### src/design/plng_pkg.sv
// Shared types, widths and helper functions for the lattice neighbor generator.
package plng_pkg;

  // Field widths
  localparam int MAX_DIM   = 4;
  localparam int SITE_W    = 16;
  localparam int EDGE_W    = SITE_W + 2;
  localparam int AXIS_W    = $clog2(MAX_DIM);
  localparam int COORD_W   = 8;
  localparam int SIZE_W    = 9;
  localparam int DIM_W     = 3;
  localparam int MAX_SIZE  = 1 << COORD_W;
  localparam int MIN_SIZE  = 2;
  localparam int RES_W     = AXIS_W + 1;

  // Reciprocal of the linear size: ceil(2^RECIP_SHIFT / size) is exact for
  // every site index below 2^SITE_W and every size up to 2^COORD_W.
  localparam int RECIP_SHIFT = SITE_W + COORD_W;
  localparam int RECIP_W     = RECIP_SHIFT;
  localparam int DIV_W       = RECIP_SHIFT + 1;
  localparam int DIV_CNT_W   = $clog2(DIV_W);
  localparam int PROD_W      = SITE_W + RECIP_W;

  // Queue of classified items between front and back
  localparam int QDEPTH = 2;

  // Register map
  localparam int ADDR_W = 3;
  localparam int DATA_W = 32;
  localparam logic REG_DIMENSION   = 1'b0;
  localparam logic REG_LINEAR_SIZE = 1'b1;

  localparam logic [DIM_W-1:0]  DIM_RESET  = DIM_W'(2);
  localparam logic [SIZE_W-1:0] SIZE_RESET = SIZE_W'(16);

  // Setup sequencer states
  typedef enum logic [2:0] {
    SU_LOAD,
    SU_DIV,
    SU_POW,
    SU_SCALE,
    SU_IDLE
  } su_state_t;

  // Front engine states
  typedef enum logic [1:0] {
    FE_IDLE,
    FE_MUL,
    FE_DIGIT,
    FE_HOLD
  } fe_state_t;

  // Derived lattice constants, valid while busy is low
  typedef struct packed {
    logic                             busy;
    logic [DIM_W-1:0]                 dim;
    logic [SIZE_W-1:0]                size;
    logic [COORD_W-1:0]               size_m1;
    logic [RECIP_W-1:0]               recip;
    logic [MAX_DIM-1:0][EDGE_W-1:0]   stride;    // size^axis
    logic [MAX_DIM-1:0][EDGE_W-1:0]   span;      // (size-1)*size^axis
    logic [MAX_DIM-1:0][EDGE_W-1:0]   dstride;   // dim*stride
    logic [MAX_DIM-1:0][EDGE_W-1:0]   dspan;     // dim*span
  } plng_cfg_t;

  // Classified site from the front
  typedef struct packed {
    logic [SITE_W-1:0]                site;
    logic [EDGE_W-1:0]                dsite;
    logic [MAX_DIM-1:0][COORD_W-1:0]  coord;
    logic                             oor;
  } plng_item_t;

  // One result item
  typedef struct packed {
    logic [SITE_W-1:0]  neighbor_site;
    logic [EDGE_W-1:0]  edge_index;
    logic [AXIS_W-1:0]  axis;
    logic               toward_minus;
    logic [COORD_W-1:0] coordinate;
    logic               out_of_range;
    logic               last;
  } plng_result_t;

  // Clamp the dimension register to 1..MAX_DIM
  function automatic logic [DIM_W-1:0] clamp_dim(input logic [DIM_W-1:0] d);
    logic [DIM_W-1:0] r;
    r = d;
    if (d == DIM_W'(0)) r = DIM_W'(1);
    else if (d > DIM_W'(MAX_DIM)) r = DIM_W'(MAX_DIM);
    return r;
  endfunction

  // Clamp the linear size register to MIN_SIZE..MAX_SIZE
  function automatic logic [SIZE_W-1:0] clamp_size(input logic [SIZE_W-1:0] l);
    logic [SIZE_W-1:0] r;
    r = l;
    if (l < SIZE_W'(MIN_SIZE)) r = SIZE_W'(MIN_SIZE);
    else if (l > SIZE_W'(MAX_SIZE)) r = SIZE_W'(MAX_SIZE);
    return r;
  endfunction

endpackage

### src/design/plng_setup.sv
// Setup sequencer: reciprocal divider and per-axis stride tables.
module plng_setup (
  input  logic                        clk,
  input  logic                        rst,
  input  logic                        start,
  input  logic [plng_pkg::DIM_W-1:0]  dimension,
  input  logic [plng_pkg::SIZE_W-1:0] linear_size,
  output plng_pkg::plng_cfg_t         cfg
);
  import plng_pkg::*;

  su_state_t state, state_next;

  logic [DIM_W-1:0]             dim;
  logic [SIZE_W-1:0]            size;
  logic [DIV_W-1:0]             num;
  logic [SIZE_W:0]              rem;
  logic [DIV_W-1:0]             quot;
  logic [DIV_CNT_W-1:0]         cnt;
  logic [AXIS_W-1:0]            step;
  logic [MAX_DIM-1:0][EDGE_W-1:0] stride, span, dstride, dspan;

  logic [SIZE_W:0]  rem_sh;
  logic             rem_ge;
  logic [EDGE_W-1:0] pow_prod;
  logic             step_last;

  assign dim  = clamp_dim(dimension);
  assign size = clamp_size(linear_size);

  assign rem_sh    = {rem[SIZE_W-1:0], num[DIV_W-1]};
  assign rem_ge    = rem_sh >= {1'b0, size};
  assign pow_prod  = EDGE_W'(stride[step] * size);
  assign step_last = step == AXIS_W'(MAX_DIM - 1);

  // Next state
  always_comb begin
    state_next = state;
    case (state)
      SU_LOAD:  state_next = SU_DIV;
      SU_DIV:   if (cnt == '0) state_next = SU_POW;
      SU_POW:   if (step_last) state_next = SU_SCALE;
      SU_SCALE: if (step_last) state_next = SU_IDLE;
      SU_IDLE:  state_next = SU_IDLE;
      default:  state_next = SU_LOAD;
    endcase
    if (start) state_next = SU_LOAD;
  end

  always_ff @(posedge clk) begin
    if (rst) state <= SU_LOAD;
    else     state <= state_next;
  end

  // Divider, power and scale datapath
  always_ff @(posedge clk) begin
    case (state)
      SU_LOAD: begin
        num       <= (DIV_W'(1) << RECIP_SHIFT) + DIV_W'(size) - DIV_W'(1);
        rem       <= '0;
        quot      <= '0;
        cnt       <= DIV_CNT_W'(DIV_W - 1);
        step      <= '0;
        stride[0] <= EDGE_W'(1);
      end
      SU_DIV: begin
        rem  <= rem_ge ? rem_sh - {1'b0, size} : rem_sh;
        quot <= {quot[DIV_W-2:0], rem_ge};
        num  <= {num[DIV_W-2:0], 1'b0};
        cnt  <= cnt - DIV_CNT_W'(1);
      end
      SU_POW: begin
        if (!step_last) stride[step + AXIS_W'(1)] <= pow_prod;
        span[step] <= pow_prod - stride[step];
        step       <= step_last ? '0 : step + AXIS_W'(1);
      end
      SU_SCALE: begin
        dstride[step] <= EDGE_W'(dim * stride[step]);
        dspan[step]   <= EDGE_W'(dim * span[step]);
        step          <= step + AXIS_W'(1);
      end
      default: begin
      end
    endcase
  end

  // Outputs
  always_comb begin
    cfg.busy    = state != SU_IDLE;
    cfg.dim     = dim;
    cfg.size    = size;
    cfg.size_m1 = COORD_W'(size - SIZE_W'(1));
    cfg.recip   = quot[RECIP_W-1:0];
    cfg.stride  = stride;
    cfg.span    = span;
    cfg.dstride = dstride;
    cfg.dspan   = dspan;
  end

endmodule

### src/design/plng_front.sv
// Front part: input buffer and digit extraction of the site index.
module plng_front (
  input  logic                        clk,
  input  logic                        rst,
  input  plng_pkg::plng_cfg_t         cfg,
  input  logic                        push,
  input  logic [plng_pkg::SITE_W-1:0] site_index,
  output logic                        full,
  output logic                        q_push,
  output plng_pkg::plng_item_t        q_item,
  input  logic                        q_full
);
  import plng_pkg::*;

  fe_state_t state, state_next;

  logic                buf_valid;
  logic [SITE_W-1:0]   buf_site;
  logic [SITE_W-1:0]   site;
  logic [SITE_W-1:0]   rest;
  logic [AXIS_W-1:0]   ax;
  logic [PROD_W-1:0]   prod;
  logic [MAX_DIM-1:0][COORD_W-1:0] coord;
  logic [EDGE_W-1:0]   dsite;
  logic                oor;

  logic                accept;
  logic                load;
  logic                last_axis;
  logic [SITE_W-1:0]   quo;
  logic [COORD_W-1:0]  ql;
  logic [COORD_W-1:0]  digit;

  // Digit = rest - floor(rest / size) * size, low bits suffice
  assign quo       = prod[PROD_W-1 -: SITE_W];
  assign ql        = COORD_W'(quo[COORD_W-1:0] * cfg.size[COORD_W-1:0]);
  assign digit     = rest[COORD_W-1:0] - ql;
  assign last_axis = (DIM_W'(ax) + DIM_W'(1)) == cfg.dim;

  assign full   = buf_valid | cfg.busy;
  assign accept = push & ~full;

  // Next state
  always_comb begin
    state_next = state;
    case (state)
      FE_IDLE:  if (buf_valid && !cfg.busy) state_next = FE_MUL;
      FE_MUL:   state_next = FE_DIGIT;
      FE_DIGIT: state_next = last_axis ? FE_HOLD : FE_MUL;
      FE_HOLD:  if (!q_full) state_next = buf_valid ? FE_MUL : FE_IDLE;
      default:  state_next = FE_IDLE;
    endcase
  end

  // Outputs
  always_comb begin
    load   = 1'b0;
    q_push = 1'b0;
    case (state)
      FE_IDLE: load = buf_valid & ~cfg.busy;
      FE_HOLD: begin
        q_push = ~q_full;
        load   = ~q_full & buf_valid;
      end
      default: begin
      end
    endcase
  end

  always_ff @(posedge clk) begin
    if (rst) begin
      state     <= FE_IDLE;
      buf_valid <= 1'b0;
    end else begin
      state <= state_next;
      if (accept)    buf_valid <= 1'b1;
      else if (load) buf_valid <= 1'b0;
    end
  end

  // Hold the waiting site
  always_ff @(posedge clk) begin
    if (accept) buf_site <= site_index;
  end

  // Extract one coordinate per pass through the multiply and digit states
  always_ff @(posedge clk) begin
    if (load) begin
      site  <= buf_site;
      rest  <= buf_site;
      ax    <= '0;
      dsite <= EDGE_W'(cfg.dim * buf_site);
    end else if (state == FE_MUL) begin
      prod <= rest * cfg.recip;
    end else if (state == FE_DIGIT) begin
      coord[ax] <= digit;
      rest      <= quo;
      ax        <= ax + AXIS_W'(1);
      if (last_axis) oor <= quo != '0;
    end
  end

  assign q_item.site  = site;
  assign q_item.dsite = dsite;
  assign q_item.coord = coord;
  assign q_item.oor   = oor;

endmodule

### src/design/plng_fifo.sv
// Short queue of classified items between front and back.
module plng_fifo (
  input  logic                  clk,
  input  logic                  rst,
  input  logic                  wr,
  input  plng_pkg::plng_item_t  wr_item,
  output logic                  q_full,
  input  logic                  rd,
  output plng_pkg::plng_item_t  rd_item,
  output logic                  q_empty
);
  import plng_pkg::*;

  localparam int PTR_W = (QDEPTH > 1) ? $clog2(QDEPTH) : 1;
  localparam int CNT_W = $clog2(QDEPTH + 1);

  plng_item_t       mem [QDEPTH];
  logic [PTR_W-1:0] wr_ptr, rd_ptr;
  logic [CNT_W-1:0] count;
  logic             do_wr, do_rd;

  assign q_full  = count == CNT_W'(QDEPTH);
  assign q_empty = count == '0;
  assign do_wr   = wr & ~q_full;
  assign do_rd   = rd & ~q_empty;
  assign rd_item = mem[rd_ptr];

  // Advance pointers and fill count
  always_ff @(posedge clk) begin
    if (rst) begin
      wr_ptr <= '0;
      rd_ptr <= '0;
      count  <= '0;
    end else begin
      if (do_wr) wr_ptr <= (wr_ptr == PTR_W'(QDEPTH - 1)) ? '0 : wr_ptr + PTR_W'(1);
      if (do_rd) rd_ptr <= (rd_ptr == PTR_W'(QDEPTH - 1)) ? '0 : rd_ptr + PTR_W'(1);
      if (do_wr && !do_rd)      count <= count + CNT_W'(1);
      else if (do_rd && !do_wr) count <= count - CNT_W'(1);
    end
  end

  always_ff @(posedge clk) begin
    if (do_wr) mem[wr_ptr] <= wr_item;
  end

endmodule

### src/design/plng_back.sv
// Back part: walks the axes of one item, registering one result per cycle while results are popped.
module plng_back (
  input  logic                   clk,
  input  logic                   rst,
  input  plng_pkg::plng_cfg_t    cfg,
  input  plng_pkg::plng_item_t   item,
  input  logic                   q_empty,
  output logic                   q_pop,
  input  logic                   pop,
  output logic                   empty,
  output plng_pkg::plng_result_t result
);
  import plng_pkg::*;

  logic [RES_W-1:0]   k;
  logic               out_valid;
  plng_result_t       res_next;

  logic [AXIS_W-1:0]  ax;
  logic               minus;
  logic [COORD_W-1:0] c;
  logic [EDGE_W-1:0]  site_x;
  logic [EDGE_W-1:0]  nb;
  logic [EDGE_W-1:0]  edge_off;
  logic               wrap;
  logic               load_out;

  assign ax     = k[RES_W-1:1];
  assign minus  = k[0];
  assign c      = item.coord[ax];
  assign site_x = EDGE_W'(item.site);
  assign wrap   = minus ? (c == '0) : (c == cfg.size_m1);

  // Neighbor and edge offset for this direction
  always_comb begin
    if (!minus) begin
      nb       = wrap ? site_x - cfg.span[ax] : site_x + cfg.stride[ax];
      edge_off = '0;
    end else begin
      nb       = wrap ? site_x + cfg.span[ax] : site_x - cfg.stride[ax];
      edge_off = wrap ? cfg.dspan[ax] : EDGE_W'(0) - cfg.dstride[ax];
    end
  end

  // Assemble the next result
  always_comb begin
    if (item.oor) begin
      res_next = '0;
      res_next.out_of_range = 1'b1;
      res_next.last         = 1'b1;
    end else begin
      res_next.neighbor_site = nb[SITE_W-1:0];
      res_next.edge_index    = item.dsite + edge_off + EDGE_W'(ax);
      res_next.axis          = ax;
      res_next.toward_minus  = minus;
      res_next.coordinate    = c;
      res_next.out_of_range  = 1'b0;
      res_next.last          = minus & ((DIM_W'(ax) + DIM_W'(1)) == cfg.dim);
    end
  end

  assign load_out = ~q_empty & (~out_valid | pop);
  assign q_pop    = load_out & res_next.last;
  assign empty    = ~out_valid;

  always_ff @(posedge clk) begin
    if (rst) begin
      out_valid <= 1'b0;
      k         <= '0;
    end else begin
      if (load_out) begin
        out_valid <= 1'b1;
        k         <= res_next.last ? '0 : k + RES_W'(1);
      end else if (pop) begin
        out_valid <= 1'b0;
      end
    end
  end

  // Hold the result until taken
  always_ff @(posedge clk) begin
    if (load_out) result <= res_next;
  end

endmodule

### src/design/periodic_lattice_neighbor_generator_unit.sv
// Top level of the periodic lattice neighbor generator.
// Each site index pushed in yields 2*dimension results (plus then minus
// neighbor per axis, axis 0 first), or a single out_of_range result when the
// index is not below linear_size^dimension. The front extracts one coordinate
// per pass through a multiply state and a digit state, using a reciprocal
// multiplier, then hands the item to the queue in a hold state, whether or not
// it is in range; the back emits one result per cycle while results are popped.
// The front is therefore the slower side and sets the sustained item rate.
// A two-entry queue and a one-item input buffer let both sides stall apart.
// After reset and after every register write a setup sequence runs with full
// held high: a 25-step reciprocal division, then the per-axis stride tables.
module periodic_lattice_neighbor_generator_unit (
  input  logic                         clk,
  input  logic                         rst,
  // configuration
  input  logic                         psel,
  input  logic                         penable,
  input  logic                         pwrite,
  input  logic [plng_pkg::ADDR_W-1:0]  paddr,
  input  logic [plng_pkg::DATA_W-1:0]  pwdata,
  output logic [plng_pkg::DATA_W-1:0]  prdata,
  output logic                         pready,
  // input items
  input  logic                         push,
  output logic                         full,
  input  logic [plng_pkg::SITE_W-1:0]  site_index,
  // result items
  output logic                         empty,
  input  logic                         pop,
  output logic [plng_pkg::SITE_W-1:0]  neighbor_site,
  output logic [plng_pkg::EDGE_W-1:0]  edge_index,
  output logic [plng_pkg::AXIS_W-1:0]  axis,
  output logic                         toward_minus,
  output logic [plng_pkg::COORD_W-1:0] coordinate,
  output logic                         out_of_range,
  output logic                         last
);
  import plng_pkg::*;

  logic [DIM_W-1:0]  dimension;
  logic [SIZE_W-1:0] linear_size;
  logic              cfg_write;

  plng_cfg_t    cfg;
  plng_item_t   f_item, b_item;
  plng_result_t result;
  logic         q_push, q_full, q_pop, q_empty;

  // Register port
  assign pready    = 1'b1;
  assign cfg_write = psel & penable & pwrite;

  always_ff @(posedge clk) begin
    if (rst) begin
      dimension   <= DIM_RESET;
      linear_size <= SIZE_RESET;
    end else if (cfg_write) begin
      case (paddr[2])
        REG_DIMENSION:   dimension   <= pwdata[DIM_W-1:0];
        REG_LINEAR_SIZE: linear_size <= pwdata[SIZE_W-1:0];
        default: begin
        end
      endcase
    end
  end

  always_comb begin
    case (paddr[2])
      REG_DIMENSION:   prdata = DATA_W'(dimension);
      REG_LINEAR_SIZE: prdata = DATA_W'(linear_size);
      default:         prdata = '0;
    endcase
  end

  plng_setup u_setup (
    .clk         (clk),
    .rst         (rst),
    .start       (cfg_write),
    .dimension   (dimension),
    .linear_size (linear_size),
    .cfg         (cfg)
  );

  plng_front u_front (
    .clk        (clk),
    .rst        (rst),
    .cfg        (cfg),
    .push       (push),
    .site_index (site_index),
    .full       (full),
    .q_push     (q_push),
    .q_item     (f_item),
    .q_full     (q_full)
  );

  plng_fifo u_fifo (
    .clk     (clk),
    .rst     (rst),
    .wr      (q_push),
    .wr_item (f_item),
    .q_full  (q_full),
    .rd      (q_pop),
    .rd_item (b_item),
    .q_empty (q_empty)
  );

  plng_back u_back (
    .clk     (clk),
    .rst     (rst),
    .cfg     (cfg),
    .item    (b_item),
    .q_empty (q_empty),
    .q_pop   (q_pop),
    .pop     (pop),
    .empty   (empty),
    .result  (result)
  );

  assign neighbor_site = result.neighbor_site;
  assign edge_index    = result.edge_index;
  assign axis          = result.axis;
  assign toward_minus  = result.toward_minus;
  assign coordinate    = result.coordinate;
  assign out_of_range  = result.out_of_range;
  assign last          = result.last;

endmodule

### config.mk
export PLATFORM = sky130hd
export DESIGN_NAME = periodic_lattice_neighbor_generator_unit
export DESIGN_NICKNAME = d
export VERILOG_FILES = /design/src/design/plng_pkg.sv /design/src/design/plng_setup.sv /design/src/design/plng_front.sv /design/src/design/plng_fifo.sv /design/src/design/plng_back.sv /design/src/design/periodic_lattice_neighbor_generator_unit.sv
export SDC_FILE = /design/constraint.sdc
export NUM_CORES = 2
export LEC_CHECK = 0
export BUFFER_PORTS_ARGS = -buffer_cell sky130_fd_sc_hd__buf_4
export CORE_ASPECT_RATIO = 1.4
export CORE_UTILIZATION = 40
export DETAILED_ROUTE_END_ITERATION = 6
export HOLD_SLACK_MARGIN = 0.12
export PLACE_DENSITY_LB_ADDON = 0.15
export SETUP_SLACK_MARGIN = 0.5
export SYNTH_ARGS = -nofsm -noshare
export SYNTH_HDL_FRONTEND = slang
export SYNTH_HIERARCHICAL = 1
export SYNTH_SLANG_ARGS = --single-unit
### constraint.sdc
create_clock -name clk -period 19.67 [get_ports clk]
set_input_delay 1.967 -clock clk [delete_from_list [all_inputs] [get_ports clk]]
set_output_delay 1.967 -clock clk [all_outputs]
set_load 0.01 [all_outputs]
* Yosys cells after proc, flatten, opt, wreduce, memory -nomap -nowiden
Memory sizes are Yosys's and may differ from the RTL's. A register that Yosys moved wholly into a read port is not among the register bits. Index checks and enable logic that the tools add are counted.
Word-level totals: output and inout bits 82, input bits 58, word-level logic and storage cells 239, bits in writable memories 134, memories 1, register bits after elaboration 567
Cells by class: reductions and logical operators 35, equality and inequality tests 20, add/sub/neg operators 23, multiplexer cells 73, magnitude comparators 11, bitwise gates (word level) 21, $mul 6
Memories:
- u_fifo.mem | words 2, bits a word 67, read ports 1, clocked after Yosys merged registers in 1, wr ports 1, RTL line plng_fifo.sv:17 | plng_item_t mem [QDEPTH];
Operators by type and width (count):
- bitwise mux 72 bit | 4
- binary-select mux 18 bit (select 2 bit) | 6
- two-way mux 18 bit | 9
- two-way mux 16 bit | 8
- demux 18 bit (select 2 bit) | 2
- one-hot mux 32 bit (2 select lines) | 1
- one-hot mux 25 bit (2 select lines) | 1
- one-hot mux 24 bit (2 select lines) | 1
- multiplier 16 x 24 -> 40 bit | 1
- multiplier 3 x 18 -> 18 bit | 2
- one-hot mux 18 bit (2 select lines) | 1
- adder 16 bit | 2
- bitwise mux 32 bit | 1
- subtractor 16 bit | 2
- two-way mux 9 bit | 3
- adder 25 x 9 -> 25 bit (first input constant) | 1
- subtractor 25 x 1 -> 25 bit (second input constant) | 1
- adder 18 bit | 1
- adder 18 x 2 -> 18 bit | 1
- multiplier 18 x 9 -> 18 bit | 1
- multiplier 3 x 16 -> 18 bit | 1
- two-way mux 3 bit | 6
- one-hot mux 9 bit (2 select lines) | 1
- subtractor 1 x 18 -> 18 bit (first input constant) | 1
- other kinds (53) | 131

* Longest topological paths before layout
depth after elaboration 11, depth in mapped cells 33, mapped depth without buffers 29

* Modules after synthesis
Netlist, hierarchy kept.
Modules (own cells, without submodules):
- plng_setup | area each 20216.9 um^2, sequential area each 10660.2 um^2, cells an instance 1657, instances 1
- plng_front | area each 18375.1 um^2, sequential area each 3553.4 um^2, cells an instance 1902, instances 1
- plng_back | area each 6872.8 um^2, sequential area each 1491.4 um^2, cells an instance 645, instances 1
- plng_fifo | area each 5052.3 um^2, sequential area each 4124.0 um^2, cells an instance 233, instances 1
- periodic_lattice_neighbor_generator_unit | area each 822.0 um^2, sequential area each 240.2 um^2, cells an instance 88, instances 1

* Worst setup path after synthesis
No wires, ideal clock.
path kind flip-flop to flip-flop, from register u_setup.step[1], to register u_setup.span (netlist bit u_setup/cfg[161]), data pin, path buffers 6, clock period less this slack 7.419 ns, required time 19.398 ns, data arrival time 7.147 ns, slack 12.251 ns, setup time 0.272 ns, stages on the path, launching flop included 31, cells stage by stage edfxtp_1 -> buf_2 -> buf_4 -> buf_1 -> clkbuf_1 -> mux4_2 -> clkbuf_1 -> nand2_1 -> fa_1 -> inv_1 -> fa_1 -> inv_1 -> fa_1 -> fa_1 -> inv_1 -> ha_1 -> o21ai_0 -> a21boi_0 -> o21ai_0 -> a21bo_2 -> a21o_1 -> nand3b_1 -> xor2_1 -> ha_1 -> clkbuf_1 -> a211oi_1 -> o21ai_0 -> a21oi_1 -> o21ai_2 -> xnor2_1 -> xnor2_1
Between the ends: cells in the longest elaborated chain, start to end 5, elaborated cells on any way between the ends 10, those cells by class 1 x add/sub; 1 x mul; 2 x order compare; 5 x mux; 1 x reduce/logical
Ends and longest elaborated chain:
- start, declared | RTL line plng_setup.sv:20 | logic [AXIS_W-1:0] step;
- start signal, assigned | RTL line plng_setup.sv:75 | step <= step_last ? '0 : step + AXIS_W'(1);
- start signal, assigned | RTL line plng_setup.sv:80 | step <= step + AXIS_W'(1);
- binary-select mux 18 bit (select 2 bit) | RTL line plng_setup.sv:33 | assign pow_prod = EDGE_W'(stride[step] * size);
- two-way mux 18 bit (implied by the code) | RTL line plng_setup.sv:33
- multiplier 18 x 9 -> 18 bit | RTL line plng_setup.sv:33
- named net u_setup.pow_prod[14] | RTL line plng_setup.sv:25 | logic [EDGE_W-1:0] pow_prod;
- subtractor 18 bit | RTL line plng_setup.sv:74 | span[step] <= pow_prod - stride[step];
- bitwise mux 72 bit | RTL line plng_setup.sv:74
- end signal, assigned by index | RTL line plng_setup.sv:74
- end, declared | RTL line plng_setup.sv:21 | logic [MAX_DIM-1:0][EDGE_W-1:0] stride, span, dstride, dspan;
The timed path passes the listed nets, and every way through them passes these cells. The select of a mux whose other input is x is not followed. A chain may end at the register's enable or synchronous reset.

* Worst setup path after layout
from register u_setup.step[0], to register u_setup.span (netlist bit u_setup/cfg[215]), data pin
The elaborated chain is that of the path after synthesis.

==> flow_summary.toml <==
[critical_path]
critPathSlowestCell = "buf_4"
cpMostUsedCell = "ha_1"
reg2reg_slack_ps = 11550
worst-setup-path-type = "register to register"
start_kind = "register"
critPathRequiredTime_ps = 20100
slowest_delay_ps = 530
crit_fanout = 26
worstReg2RegStart = "u_setup/step[0]"
reg2reg_depth = 29
crit_arrival_ps = 8550
cp-end-kind = "register"
worst_r2r_endpoint = "u_setup/cfg[215]"

[routing]
routed_wl_um = 131000
drt_iter0_drc = 1425
firstDrtPassIters = 5
drt-wirelength-per-cell_um = 20.8
drc_errors = 0
wl_met1_um = 52700
wl_met3_um = 4090
wl_met2_um = 70000
highest-signal-layer = "met4"
via_per_inst = 5.16
vias = 32400
ant_nets = 0

[final_layout]
drive_above_1_share_pct = 11.1
final_cell_mix = "inv_1 (650), edfxtp_1 (649), nand2_1 (577), fa_1 (455), ha_1 (301)"
num_antenna_cells = 0
stdcell_count = 6285
fin_nets = 5392
syn_to_final_growth_pct = 9.55
final_common_cell = "inv_1"
final_area_um2 = 56200
fillers = 11900

[timing]
rsz0062_at_grt = "false"
slew_headroom_pct = 20.1
final.min_clock_period_ps = 8120
skew_ps = 40.6
setup_tns_ps = 0
hold_viol = 0
setup_viol_count_final = 0
max_freq_mhz = 123
worst_pin_slew_ps = 1190
fin_crit_sh_pct = 41.3
drv_slew = 0

[floorplan]
io_pins = 140
die_h_um = 426
row_count = 155
design.core.area_um2 = 127000
die-area_um2 = 130000
initial_core_util_pct = 40.3
dieWidth_um = 305

[global_routing]
grt_use_total_pct = 20.7
gr-total-overflow = 0
grt_pass1_wl_um = 204000
grt_pass1_vias = 34600
antenna_found_initial = 0
grt_max_degree = 68

[pwr]
pwr-share-comb_pct = 18.7
power_leakage_nw = 23.1
swShare_pct = 28.1
ir_worst_vdd_mv = 0.0689
p_total_mw = 3.84
pwr_density_cell_nw_per_um2 = 68.2
internal-power_mw = 2.76
clkPwrFrac_pct = 36.8
p_switching_mw = 1.08
seq_power_share_pct = 44.5

[outcome]
status = "completed"

[synth]
netlist_area_um2 = 51300
syn_inst = 4524
syn_area_per_cell_um2 = 11.3
yosysWarnings = 6

[placement]
dp_hpwl_um = 96700
postPlaceCellArea_um2 = 53800
gp_congestion = 0.926
port_buffers = 90
dp.cells = 6149

[worst_hold_path]
hold_path_class = "register to register"
hold_depth = 0
hp-start = "u_front/q_item[14]"
min_to = "u_fifo/mem[1][14]"

[clocking]
cts_tree = "yes"
cts_sinks = 678
clk_pin_slew_worst_paths_ps = 60
clock_path_buffers = 3
post_cts_buffers = 0
cts_buffers = 75
clkLatencyLatePin_ps = 670
cts-root-buf = "clkbuf_16"
cts_resized = 0
h-tree-depth = 3
ctsHoldBuffers = 0

[flow_run]
cap_violations = 0
-- per-stage QoR --
step	util, %	setup WS, ps	hold slack [ps]
finish	44.1	11550	425
global route	44.1	10950	427
CTS	44.1	11510	414
detailed placement	42.2	11590	431
global placement	42.2	11620	422
floorplan	-	12250	421
-- cell type report --
cell class / instances / area, um^2 / share of cell area [%]
repair buffers: 155 / 1160 / 2.07
flip-flops and latches: 678 / 20100 / 35.7
clock inverters: 50 / 502 / 0.892
clock buffers: 86 / 1960 / 3.49
well taps: 1648 / 2060 / 3.67
inverters: 657 / 2470 / 4.39
multi-input cells: 3011 / 28000 / 49.8
-- power by group through the flow --
| stage | Sequential, mW | Clock [mW] | Combinational, mW |
|---|---|---|---|
| 6_report | 1.71 | 1.41 | 0.718 |
| 5_1_grt | 1.71 | 1.50 | 0.818 |
| 4_1_cts | 1.71 | 1.45 | 0.728 |
| 3_5_place_dp | 1.74 | 0 | 0.722 |
| 3_3_place_gp | 1.74 | 0 | 0.714 |
| 2_1_floorplan | 1.72 | 0 | 0.532 |
-- per-layer routing --
layer | vias up | track usage, %
li1 | 15200 | -
met1 | 16500 | 24.5
met2 | 572 | 39.0
met3 | 170 | 1.98
met4 | 0 | 6.77
met5 | - | 0
-- worst max-delay path: cells and delay by family, from the launching register on --
| family | cells | cell delay [ps] |
|---|---|---|
| buf+inv | 6 | 1480 |
| compound gates | 10 | 2300 |
| flops | 1 | 320 |
| xor+xnor | 3 | 880 |
| fa+ha+maj | 7 | 2390 |
| simple gates | 3 | 480 |
-- state kept, by name, indices dropped and copies added, names as in the netlist, 5 cells and up, named ones only --
| name | flops |
|---|---|
| u_setup/cfg | 288 |
| u_fifo/mem | 134 |
| u_back/result | 47 |
| u_front/q_item | 32 |
| u_setup/num | 25 |
| u_setup/quot | 24 |
| u_front/dsite | 18 |
| u_front/buf_site | 16 |
| u_front/prod | 16 |
| u_front/rest | 16 |
| u_front/site | 16 |
| linear_size | 9 |
| u_setup/rem | 9 |
| u_setup/cnt | 5 |
-- worst max-delay path by stage --
stage	start	end	slack, ps
after global routing	u_setup/step[0]	u_setup/cfg[215]	10950
final	u_setup/step[0]	u_setup/cfg[215]	11550
after detailed placement	u_setup/step[0]	u_setup/cfg[161]	11590
after CTS	u_setup/step[0]	u_setup/cfg[215]	11510
after global placement	u_setup/step[0]	u_setup/cfg[161]	11620
after floorplan	u_setup/step[1]	u_setup/cfg[161]	12250
Note: power is estimated with default switching activity, not from simulation.
